--- src/bhfso_pkg.sv ---
// Package for the printable-byte histogram with first-seen order.
// Holds sizes, request/result structs, command and state types, helpers.
// No dependencies.
package bhfso_pkg;

    localparam int COUNT_SLOTS = 256;
    localparam int ORDER_DEPTH = 128;
    localparam int COUNT_BITS  = 32;

    localparam int COUNT_AW = $clog2(COUNT_SLOTS);
    localparam int ORDER_AW = $clog2(ORDER_DEPTH);

    localparam logic [7:0] PRINT_LO     = 8'd32;
    localparam logic [7:0] PRINT_HI     = 8'd126;
    localparam logic [6:0] DISTINCT_MAX = 7'd127;

    localparam logic [1:0] FUNC_ADD   = 2'd0;
    localparam logic [1:0] FUNC_READ  = 2'd1;
    localparam logic [1:0] FUNC_CLEAR = 2'd2;

    typedef logic [COUNT_BITS-1:0] count_t;

    localparam count_t COUNT_ONE = count_t'(1);

    typedef struct packed {
        logic [1:0] func;
        logic [7:0] char_in;
        logic [6:0] order_index;
    } request_t;

    typedef struct packed {
        logic [7:0]  char_out;
        logic [31:0] count_out;
        logic [6:0]  distinct_total;
        logic        entry_valid;
        logic        accepted;
    } result_t;

    typedef enum logic [1:0] {
        OP_ADD,
        OP_READ,
        OP_CLEAR,
        OP_NONE
    } op_t;

    typedef struct packed {
        op_t        op;
        logic [7:0] ch;
        logic [6:0] idx;
    } cmd_t;

    typedef enum logic [1:0] {
        S_IDLE,
        S_ADD,
        S_RD_ORD,
        S_RD_CNT
    } state_t;

    function automatic logic [31:0] clamp_count(count_t v);
        logic [63:0] w;
        w = 64'(v);
        if (w > 64'h0000_0000_FFFF_FFFF)
            return 32'hFFFF_FFFF;
        return w[31:0];
    endfunction

    function automatic count_t sat_inc(count_t v);
        if (&v)
            return v;
        return v + COUNT_ONE;
    endfunction

endpackage

--- src/bhfso_front.sv ---
// Front end: takes requests, classifies them into commands, holds them
// in a two-entry queue for the back end. Depends on bhfso_pkg.
module bhfso_front
    import bhfso_pkg::*;
(
    input  logic     clk,
    input  logic     rst_n,
    input  logic     push,
    output logic     full,
    input  request_t request,
    input  logic     cmd_pop,
    output logic     cmd_empty,
    output cmd_t     cmd_head
);

    cmd_t       slot_reg [2];
    logic       wr_ptr_reg, wr_ptr_next;
    logic       rd_ptr_reg, rd_ptr_next;
    logic [1:0] fill_reg, fill_next;
    cmd_t       cmd_in;
    logic       do_push;
    logic       do_pop;

    always_comb
    begin
        cmd_in.ch  = request.char_in;
        cmd_in.idx = request.order_index;
        case (request.func)
            FUNC_ADD:
            begin
                if (request.char_in inside {[PRINT_LO:PRINT_HI]})
                    cmd_in.op = OP_ADD;
                else
                    cmd_in.op = OP_NONE;
            end
            FUNC_READ:  cmd_in.op = OP_READ;
            FUNC_CLEAR: cmd_in.op = OP_CLEAR;
            default:    cmd_in.op = OP_NONE;
        endcase
    end

    assign full      = (fill_reg == 2'd2);
    assign cmd_empty = (fill_reg == 2'd0);
    assign cmd_head  = slot_reg[rd_ptr_reg];
    assign do_push   = push && !full;
    assign do_pop    = cmd_pop && !cmd_empty;

    always_comb
    begin
        wr_ptr_next = do_push ? !wr_ptr_reg : wr_ptr_reg;
        rd_ptr_next = do_pop ? !rd_ptr_reg : rd_ptr_reg;
        fill_next   = fill_reg + 2'(do_push) - 2'(do_pop);
    end

    always_ff @(posedge clk or negedge rst_n)
    begin
        if (!rst_n)
        begin
            wr_ptr_reg <= 1'b0;
            rd_ptr_reg <= 1'b0;
            fill_reg   <= 2'd0;
        end
        else
        begin
            wr_ptr_reg <= wr_ptr_next;
            rd_ptr_reg <= rd_ptr_next;
            fill_reg   <= fill_next;
        end
    end

    always_ff @(posedge clk)
    begin
        if (do_push)
        begin
            slot_reg[wr_ptr_reg] <= cmd_in;
        end
    end

endmodule

--- config.mk ---
export PLATFORM = sky130hd
export DESIGN_NAME = bhfso_front
export DESIGN_NICKNAME = d
export VERILOG_FILES = /design/src/bhfso_pkg.sv /design/src/bhfso_front.sv
export SDC_FILE = /design/constraint.sdc
export NUM_CORES = 1
export LEC_CHECK = 0
export ABC_AREA = 1
export BUFFER_PORTS_ARGS = -buffer_cell sky130_fd_sc_hd__buf_2
export CAP_MARGIN = 20
export CORE_AREA = 2 2 62 64
export CTS_CLUSTER_SIZE = 40
export DETAILED_ROUTE_END_ITERATION = 16
export DIE_AREA = 0 0 64 66
export PLACE_DENSITY = 0.71
export SYNTH_ARGS = -nofsm -noshare
export SYNTH_HDL_FRONTEND = slang
export SYNTH_SLANG_ARGS = --single-unit
--- constraint.sdc ---
create_clock -name clk -period 2.5 [get_ports clk]
set_clock_uncertainty 0.2 [all_clocks]
set_input_delay 0.25 -clock clk [delete_from_list [all_inputs] [get_ports clk]]
set_output_delay 0.25 -clock clk [all_outputs]
set_load 0.02 [all_outputs]
==> impl_results.md <==
* 1st-iter DRT viols at 46
* Power per cell area at 1050 mW/mm2
* CTS Buf Count at 5
* Critical path data required time at 2050 ps
* Max Cap Viol at 0
* Max reg flops at 34
* WL/cell at 11.6 um
* Switching pwr at 826 uW
* Post-synth net total at 148
* Switching share of total power at 0.395
* Total gr overflow at 0
* Mapped cell area at 0.00152 mm2
* Tightest Pin Transition at 374 ps
* Largest cells by area after synthesis: edfxtp_1, nand2_1, dfrtp_1, nor2_1, xor2_1
* CP max stage delay at 580 ps
* Initial antenna violation count at 0
* Largest net degree at the start of global routing at 19
* TritonCTS clock tree: built
* Leakage at 0.000901 uW
* TNS Setup at 0 ps
* Synthesis-to-finish area growth at 31.8%
* Final worst path period share at 0.761
* Layout cells sized above 1 at 0.268
* Status: finished, final reports clean
* Sequential power share at 0.459
* Worst VDD drop at 556 uV
* Logic pwr share at 0.403
* CP Class: register to output pin
* Core area at 0.00355 mm2
* Cell chain of the critical path: buf_4 > nand2_1 > nand2_1 > buf_2
* WP data arrival at 1450 ps
* Sequential cell area fraction in the yosys report at 0.739
* Initial DRT Pass Iterations at 4
* # hold bufs at CTS at 18
* Crit path max-delay family: flip-flops
* Vias per cell at 4.36
* Most frequent cells after synthesis: nand2_1, edfxtp_1, nor2_1
* Final setup viols at 0
* Max frequency at 525 MHz
* Cell count after synthesis at 125
* Vias at 1038
* Starting Density at 0.427
* Clock group share of total power at 0.139
* Synthesized area per cell at 12.1 um2
* Placement Rows at 22
* Die Footprint at 0.00422 mm2
* CP max-delay cell: dfrtp_1
* Clock buffer depth at 2
* Endpoints failing hold at 0
* First-pass GRT wire length at 4490 um
* Worst-skew pair later-pin latency at 340 ps
* Worst min-delay path startpoint: request[16]
* R2R Path Start: fill_reg[0]
* Sink Count at 38
* Final WL at 2770 um
* Pins Over Slew Limit at 0
* Buf/Inv on CP at 2
* CP Max Fanout at 10
* Count leader, synth: nand2_1
* Crit-path most repeated cell: nand2_1
* DRC at 0
* Hpwl dp at 1870 um
* HP Class: input port to register
* Final #Nets at 212
* Synthesis Warnings at 0
* Yosys reg bits at 38
* FFs w/ async S/R, synth at 0.105
* Setup bufs post-CTS at 0
* H-tree levels at 2
* Synth Flop Type: edfxtp_1
* Synth cell types at 14
* Vias in the first global route at 1029
* Nature of the critical path startpoint: register
* Routability cong. at 0.670
* Clock Tree Root: clkbuf_4
* Fin crit period at 1900 ps
* Final ANT Viol Nets at 0
* Port-buffer cells at 39
* Top cell type's share of synthesized area at 0.673
* Internal power at 1260 uW
* CP startpoint: rd_ptr_reg
* Post-synth EDFFs at 34
* Clk slew on worst S/H paths at 100 ps
* Max_slew headroom at 0.751
* Diode count at 0
* Unrepaired setup endpoints after global routing: no
* Final Util at 0.563
* Resized Gates After CTS at 0
* Die span in y at 66 um
* Chip width at 64 um
* Gr usage total at 0.149
* Worst Setup End Kind: output pin
* Area leader, netlist: edfxtp_1
* # IOs at 40
[path summary, 6_finish.rpt]
check / end / slack (ps) / cells after the start
max: cmd_head[15] / 600 / 4
max reg2reg: fill_reg[1] / 660 / 7
min in group asynchronous: fill_reg[0] / 30 / 2
max in group asynchronous: wr_ptr_reg / 1950 / 2
min: slot_reg[1][16] / 20 / 3
min reg2reg: wr_ptr_reg / 400 / 2
[metrics by stage]
stage	area, um2	total power [uW]	hold slack, ps	setup slack [ps]	instances
detailed placement	1770	1820	-137	662	212
finish	2000	2090	19.0	597	238
floorplan	1520	1550	-246	624	125
global route	2000	2250	2.34	439	238
global placement	1770	1770	-145	753	212
CTS	2000	2120	19.0	570	238
[power groups by stage]
stage                     Combinational [uW]  Sequential [uW]  Clock [uW]
after floorplan                          611              936           0
after global placement                   809              962           0
after detailed placement                 840              975           0
after CTS                                863              960         300
after global routing                     937              978         331
final                                    842              959         290
[placed cells by master (no fill, tap or decap)]
cell           count
buf_2             39
buf_4              3
clkbuf_1           1
clkbuf_4           5
clkinv_1           1
clkinv_2           1
dfrtp_1            4
dlygate4sd3_1     18
edfxtp_1          34
ha_1               2
inv_1              6
inv_2              1
inv_4              1
nand2_1           60
nor2_1             8
o21ai_1            1
o21ai_4            1
xnor2_1            1
xor2_1             3
[worst reg2reg max path, stage by stage (launching register included)]
cell and delay (ps):
dfrtp_1 460, o21ai_1 220, inv_1 70, ha_1 270, inv_1 40, ha_1 180, xnor2_1 170, xor2_1 170
[kinds of logic (layout without fill, tap and decap cells)]
kind of cell,Yosys count,in the layout,share of synthesized area
AND/OR/NAND/NOR,68,68,0.168
flip-flops,38,38,0.739
adder cells (fa/ha/maj),2,2,0.0165
XOR/XNOR,4,4,0.0231
AO/OA/AOI/OAI,2,2,0.0140
buffers and inverters,11,76,0.0388
[routing by layer]
layer	GRT usage	part of all wire	routed length (um)	up-vias
met3	0.0613	0.045	125	5
met2	0.275	0.53	1480	20
met5	0	0	0	-
li1	-	-	-	532
met1	0.146	0.41	1130	481
met4	0.0652	0.010	29	0
[layout make-up]
type / instances / area [um2]
Timing Repair Buffer: 60 / 398
Sequential cell: 38 / 1120
Clock buffer: 6 / 41.3
Clock inverter: 2 / 8.76
Tap cell: 48 / 60.1
Fill cell: 300 / 1550
Inverter: 8 / 32.5
Multi-Input combinational cell: 76 / 337
Note: power is estimated with default switching activity, not from simulation.
