### src/bhfso_pkg.sv
// Package for the printable-byte histogram with first-seen order.
// Holds sizes, request/result structs, command and state types, helpers.
// No dependencies.
package bhfso_pkg;

    localparam int COUNT_SLOTS = 256;
    localparam int ORDER_DEPTH = 128;
    localparam int COUNT_BITS  = 32;

    localparam int COUNT_AW = $clog2(COUNT_SLOTS);
    localparam int ORDER_AW = $clog2(ORDER_DEPTH);

    localparam logic [7:0] PRINT_LO     = 8'd32;
    localparam logic [7:0] PRINT_HI     = 8'd126;
    localparam logic [6:0] DISTINCT_MAX = 7'd127;

    localparam logic [1:0] FUNC_ADD   = 2'd0;
    localparam logic [1:0] FUNC_READ  = 2'd1;
    localparam logic [1:0] FUNC_CLEAR = 2'd2;

    typedef logic [COUNT_BITS-1:0] count_t;

    localparam count_t COUNT_ONE = count_t'(1);

    typedef struct packed {
        logic [1:0] func;
        logic [7:0] char_in;
        logic [6:0] order_index;
    } request_t;

    typedef struct packed {
        logic [7:0]  char_out;
        logic [31:0] count_out;
        logic [6:0]  distinct_total;
        logic        entry_valid;
        logic        accepted;
    } result_t;

    typedef enum logic [1:0] {
        OP_ADD,
        OP_READ,
        OP_CLEAR,
        OP_NONE
    } op_t;

    typedef struct packed {
        op_t        op;
        logic [7:0] ch;
        logic [6:0] idx;
    } cmd_t;

    typedef enum logic [1:0] {
        S_IDLE,
        S_ADD,
        S_RD_ORD,
        S_RD_CNT
    } state_t;

    function automatic logic [31:0] clamp_count(count_t v);
        logic [63:0] w;
        w = 64'(v);
        if (w > 64'h0000_0000_FFFF_FFFF)
            return 32'hFFFF_FFFF;
        return w[31:0];
    endfunction

    function automatic count_t sat_inc(count_t v);
        if (&v)
            return v;
        return v + COUNT_ONE;
    endfunction

endpackage

### src/bhfso_outq.sv
// Two-entry result queue between the back end and the result port.
// Depends on bhfso_pkg.
module bhfso_outq
    import bhfso_pkg::*;
(
    input  logic    clk,
    input  logic    rst_n,
    input  logic    res_push,
    input  result_t res_data,
    output logic    res_full,
    input  logic    pop,
    output logic    empty,
    output result_t result
);

    result_t    slot_reg [2];
    logic       wr_ptr_reg, wr_ptr_next;
    logic       rd_ptr_reg, rd_ptr_next;
    logic [1:0] fill_reg, fill_next;
    logic       do_push;
    logic       do_pop;

    assign res_full = (fill_reg == 2'd2);
    assign empty    = (fill_reg == 2'd0);
    assign result   = slot_reg[rd_ptr_reg];
    assign do_push  = res_push && !res_full;
    assign do_pop   = pop && !empty;

    always_comb
    begin
        wr_ptr_next = do_push ? !wr_ptr_reg : wr_ptr_reg;
        rd_ptr_next = do_pop ? !rd_ptr_reg : rd_ptr_reg;
        fill_next   = fill_reg + 2'(do_push) - 2'(do_pop);
    end

    always_ff @(posedge clk or negedge rst_n)
    begin
        if (!rst_n)
        begin
            wr_ptr_reg <= 1'b0;
            rd_ptr_reg <= 1'b0;
            fill_reg   <= 2'd0;
        end
        else
        begin
            wr_ptr_reg <= wr_ptr_next;
            rd_ptr_reg <= rd_ptr_next;
            fill_reg   <= fill_next;
        end
    end

    always_ff @(posedge clk)
    begin
        if (do_push)
        begin
            slot_reg[wr_ptr_reg] <= res_data;
        end
    end

endmodule

### config.mk
export PLATFORM = sky130hd
export DESIGN_NAME = bhfso_outq
export DESIGN_NICKNAME = d
export VERILOG_FILES = /design/src/bhfso_pkg.sv /design/src/bhfso_outq.sv
export SDC_FILE = /design/constraint.sdc
export NUM_CORES = 1
export LEC_CHECK = 0
export BUFFER_PORTS_ARGS = -buffer_cell sky130_fd_sc_hd__buf_4
export CAP_MARGIN = 10
export CORE_ASPECT_RATIO = 1.75
export CORE_MARGIN = 5
export CORE_UTILIZATION = 52
export CTS_CLUSTER_SIZE = 12
export DETAILED_ROUTE_END_ITERATION = 12
export GPL_TIMING_DRIVEN = 0
export PLACE_DENSITY = 0.79
export SLEW_MARGIN = 5
export SYNTH_ARGS = -nofsm -noshare
export SYNTH_HDL_FRONTEND = slang
export SYNTH_SLANG_ARGS = --single-unit
### constraint.sdc
create_clock -name clk -period 4.1 [get_ports clk]
set_input_delay 0.205 -clock clk [delete_from_list [all_inputs] [get_ports clk]]
set_output_delay 0.205 -clock clk [all_outputs]
set_load 0.03 [all_outputs]
==> flow_metrics.tcl, run 1 <==
set metrics [dict create \
    outcome "finished, final reports clean" \
    dr_wl_met2_um 4170 \
    layout.cells.non_filler 381 \
    power_frac_clock_pct 19.0 \
    io_buffers 103 \
    seqCellArea_um2 3043 \
    synth_xor_area_share_pct 0.8780 \
    antenna_found_initial 0 \
    grt_pass1_vias 2195 \
    root_buffer "clkbuf_16" \
    power.leakage_nw 2.121 \
    vias 1909 \
    cpPeakStageDelay_ns 0.56 \
    netlist.area_leader.share_pct 73.75 \
    p_sw_share_pct 33.42 \
    drtPass1Iterations 4 \
    placed_cell_area_um2 4922 \
    drive_gt1_share_pct 59.73 \
    nets 343 \
    routed_wl_um 7072 \
    cts_setup_buffers 0 \
    synth_compound_area_share_pct 0 \
    grt_pass1_wl_um 11270 \
    top_layer "met4" \
    finClkSkew_ns 0.004362 \
    worstMarginPinSlew_ns 0.6776 \
    wl_per_cell_um 18.56 \
    pwr-share-comb_pct 44.2 \
    pre_cts_ws_ns 2.238 \
    p_switching_mw 1.358 \
    ys_warn_count 0 \
    setup_viol 0 \
    largest_reg_flops 98 \
    grt_max_degree 30 \
    finalCritPeriodShare_pct 44.74 \
    start_kind "flip-flop" \
    die_w_um 76.22 \
    fin_setup_tns_ns 0 \
    setup_ws_ns 2.266 \
    io_pins 104 \
    h-tree-depth 3 \
    synthAdderAreaFrac_pct 0.6272 \
    area_delta_synth_final_pct 30.45 \
    rsz0062_at_grt "false" \
    dieArea_um2 9594 \
    gp_congestion 0.6562 \
    relSlewSlack_pct 54.72 \
    rows 42 \
    critPathMaxFanout 29 \
    antenna_cells 0 \
    cap_violations 0 \
    cpLargestDelayFamily "simple AND/OR/NAND/NOR gates" \
    muxShareOfSynthArea_pct 18.44 \
    critical_path_buf_inv_count 1 \
    nFillCells 498 \
    worstPathArrival_ns 1.87 \
    start_util_pct 53.10 \
    netlist_top_cells_area "edfxtp_1, mux2_4, buf_12" \
    fp.coreArea_um2 7515 \
    synth_cell_types 14 \
    post-place-cells 364 \
    insertion_delay_ns 0.34 \
    final_area_um2 5205 \
    synth_cells 171 \
    vdd_drop_max_mv 0.5030 \
    ant_nets 0 \
    grtUsageTotal_pct 15.57 \
    die_h_um 125.9 \
    power_density_nw_per_um2 780.7 \
    crit_chain "nand2b_1, nand2_1, nor2_4, buf_12" \
    crit_type "flip-flop to flip-flop" \
    holdWs_ns 0.04627 \
    cp_slowest_cell "nor2_4" \
    ys_seq_area_share_pct 76.26 \
    synth_area_per_cell_um2 23.33 \
    synth_area_um2 3990 \
    dr_wl_met3_um 510 \
    setup.worst_path.end_class "flip-flop" \
    hold_violations 0 \
    yosys_register_bits 102 \
    p_total_mw 4.064 \
    min_path_type "input port to flip-flop" \
    synth_top_family_by_area "multiplexers" \
    cts_tree "yes" \
    multi_input_area_um2 837.1 \
    cts_num_sinks 102 \
    period_needed_ns 1.834 \
    synth-simple-area-share_pct 0.8153 \
    wl_met1_um 2283 \
    drtIter0Drc 79 \
    finalMaxSlewViolations 0 \
    drc 0 \
    cts_made_buffers 9 \
    yosysTopAreaCell "edfxtp_1" \
    overflow 0 \
    clk_path_buf_depth 2 \
    power.share.sequential_pct 36.9 \
    p_int_mw 2.705 \
    routed_via_density 5.010 \
    required_ns 4.13 \
    post-dp-hpwl_um 5184 \
    max_freq_mhz 545.2 \
    synth_nets 226 \
    clk_pin_slew_ns 0.06 \
    final_core_util_pct 69.26 \
]
==> synthesized netlist by cell type <==
cell type,n
nor2b_2,1
nor2_1,2
nand2_1,1
dfrtp_1,4
buf_6,1
xor2_1,1
xnor2_1,3
edfxtp_1,98
inv_1,2
ha_1,2
nand2b_1,1
buf_12,5
mux2_4,49
and3_1,1
==> timing repair <==
action	4_1_cts	5_1_grt
gates resized for setup	0	0
hold buffers	1	0
endpoints found under the hold margin	4	0
setup endpoints to repair	0	0
==> power groups by stage <==
stage	clock, mW	combinational (mW)	sequential, mW
3_5_place_dp	0	1.83	1.52
2_1_floorplan	0	1.28	1.51
5_1_grt	0.837	1.89	1.52
4_1_cts	0.797	1.83	1.50
3_3_place_gp	0	1.77	1.52
6_report	0.770	1.80	1.50
==> path summary, 6_finish.rpt <==
check	from	cells after the start	slack, ns	end
setup / recovery	fill_reg[0]	4	2.27	slot_reg[0][11]
max in group asynchronous	rst_n	2	3.78	rd_ptr_reg
setup reg to reg	fill_reg[0]	4	2.27	slot_reg[0][11]
min in group asynchronous	rst_n	2	0.22	fill_reg[0]
hold / removal	res_data[42]	1	0.05	slot_reg[1][42]
hold reg to reg	fill_reg[1]	1	0.52	fill_reg[1]
==> cell usage in the layout (no fill, tap or decap) <==
master,n
buf_4,103
edfxtp_1,98
mux2_4,49
clkbuf_16,9
buf_12,7
clkbuf_1,4
dfrtp_1,4
xnor2_1,3
inv_1,2
ha_1,2
clkbuf_8,2
nand2b_1,1
buf_6,1
nand2_1,1
nor2_4,1
and3_2,1
nor2_1,1
nor2b_2,1
xor2_1,1
clkinv_2,1
dlygate4sd3_1,1
==> cell type report <==
cell class / count / share of cell area [%]
repair buffers: 106 / 15.82
inverters: 2 / 0.1442
multi-input cells: 61 / 16.08
plain buffers: 6 / 2.139
flip-flops and latches: 102 / 58.46
clock inverters: 1 / 0.09615
clock buffers: 15 / 5.144
well taps: 88 / 2.115
==> layer usage <==
metal | vias to the layer above | global-route usage, %
met4 | 0 | 5.561
met5 | - | 0
met3 | 11 | 6.214
met1 | 930 | 15.33
met2 | 65 | 28.84
li1 | 903 | -
==> kinds of logic (layout without fill, tap and decap cells) <==
| logic type | Yosys count | in the layout |
|---|---|---|
| flops | 102 | 102 |
| fa+ha+maj | 2 | 2 |
| buf+inv | 8 | 130 |
| xor+xnor | 4 | 4 |
| simple gates | 6 | 6 |
| mux | 49 | 49 |
Note: power is estimated with default switching activity, not from simulation.
==> inputs of run 2 (changes only) <==
- clock period: 4.1 -> 1.9 ns (I/O delays scaled with it)
==> flow_metrics.tcl, run 2 (synthesis results as in run 1) <==
set metrics [dict create \
    rsz0062_at_grt "false" \
    overflow 0 \
    power.leakage_nw 2.317 \
    clk_path_buf_depth 2 \
    gp_congestion 0.7180 \
    cts_tree "yes" \
    largest_reg_flops 98 \
    drtIter0Drc 101 \
    drc 0 \
    setup.worst_path.end_class "flip-flop" \
    finClkSkew_ns 0.003014 \
    cts_made_buffers 9 \
    drtPass1Iterations 4 \
    ant_nets 0 \
    critPathMaxFanout 3 \
    cap_violations 0 \
    min_path_type "input port to asynchronous set/reset pin" \
    finalMaxSlewViolations 0 \
    post-dp-hpwl_um 4845 \
    required_ns 2.15 \
    final_cell_mix "buf_4, edfxtp_1, dlygate4sd3_1, mux2_4, clkbuf_16" \
    start_util_pct 53.10 \
    relSlewSlack_pct 54.72 \
    grt_pass1_wl_um 12250 \
    dieArea_um2 9594 \
    worstMarginPinSlew_ns 0.6792 \
    nFillCells 445 \
    timing.rr.start "fill_reg[1]" \
    cpPeakStageDelay_ns 0.41 \
    io_buffers 103 \
    worstPathArrival_ns 1.89 \
    reg2reg_slack_ns 0.26 \
    die_w_um 76.22 \
    nets 394 \
    wl_per_cell_um 17.83 \
    vdd_drop_max_mv 1.326 \
    h-tree-depth 3 \
    die_h_um 125.9 \
    setup_ws_ns 0.2595 \
    crit_chain "nand2b_1, nand2_1, ha_1, inv_1, ha_1, xnor2_1, xnor2_1" \
    pre_cts_ws_ns -0.07665 \
    grt_max_degree 50 \
    rows 42 \
    cp_slowest_cell "dfrtp_1" \
    antenna_found_initial 0 \
    r2r_end "fill_reg[1]" \
    cpLargestDelayFamily "adder cells" \
    finalCritPeriodShare_pct 86.34 \
    period_needed_ns 1.640 \
    final_core_util_pct 75.54 \
    setup_viol 0 \
    power_density_nw_per_um2 1545 \
    hold_violations 0 \
    vias 2108 \
    p_total_mw 8.770 \
    clk_pin_slew_ns 0.06 \
    io_pins 104 \
    insertion_delay_ns 0.33 \
    routed_wl_um 7685 \
    holdWs_ns 0.08335 \
    crit_type "flip-flop to flip-flop" \
    routed_via_density 4.891 \
    grt_pass1_vias 2398 \
    outcome "finished, final reports clean" \
    path_depth 7 \
    critical_path_buf_inv_count 1 \
    root_buffer "clkbuf_16" \
    max_freq_mhz 609.6 \
    area_delta_synth_final_pct 42.27 \
    fp.coreArea_um2 7515 \
    seqCellArea_um2 3043 \
    cts_num_sinks 102 \
    reg2regPathDepth 7 \
    final_common_cell "buf_4" \
    drive_gt1_share_pct 50.73 \
    multi_input_area_um2 840.8 \
    grtUsageTotal_pct 16.45 \
    start_kind "flip-flop" \
    antenna_cells 0 \
]
run 2: how the worst max path moves through the flow:
stage	to	startpoint
finish	fill_reg[1]	fill_reg[1]
CTS	slot_reg[0][22]	fill_reg[1]
global placement	slot_reg[0][26]	fill_reg[1]
floorplan	fill_reg[1]	fill_reg[1]
detailed placement	slot_reg[1][26]	fill_reg[1]
global route	fill_reg[1]	fill_reg[1]
run 2: cell type report:
| cell class | instances | share of cell area [%] |
|---|---|---|
| clock buffer | 11 | 4.100 |
| inverter | 2 | 0.1322 |
| multi-input combinational | 61 | 14.81 |
| tap | 88 | 1.940 |
| timing repair buffer | 157 | 23.19 |
| clock inverter | 4 | 0.2645 |
| sequential | 102 | 53.60 |
| buffer | 6 | 1.962 |
run 2: per-layer routing:
| layer | GRT usage (%) | share of wire, % | vias up |
|---|---|---|---|
| met5 | 0 | 0 | - |
| met4 | 6.694 | 2.6 | 0 |
| met1 | 17.62 | 36 | 1019 |
| li1 | - | - | 1000 |
| met2 | 29.80 | 56 | 72 |
| met3 | 4.857 | 5.3 | 17 |
run 2: where the power goes:
part	switching [mW]	leakage (nW)	internal (mW)
Combinational	2.11	1.24	1.87
Sequential	0.150	0.957	3.08
Clock	0.700	0.120	0.863
Total	2.96	2.32	5.81
run 2: through the flow:
step | instance area [um2] | setup TNS, ns | std cells
3_3_place_gp | 4882 | -14.08 | 362
6_report | 5677 | 0 | 431
3_5_place_dp | 4902 | -3.640 | 363
5_1_grt | 5677 | 0 | 431
2_1_floorplan | 3999 | 0 | 171
4_1_cts | 5654 | 0 | 428
run 2: worst register-to-register path, delay by kind of cell (launching register included):
kind	cells	cell delay, ns
xor gates and xnor gates	2	0.32
buffers and inverters	1	0.04
and+or+nand+nor	2	0.31
adders and majority gates	2	0.49
DFF	1	0.41
run 2: repair_timing:
item,4_1_cts,5_1_grt
pin swaps,0,1
setup buffers,0,3
resized for setup,1,0
endpoints found under the hold margin,102,0
setup endpoints to repair,49,31
hold buffers,50,0
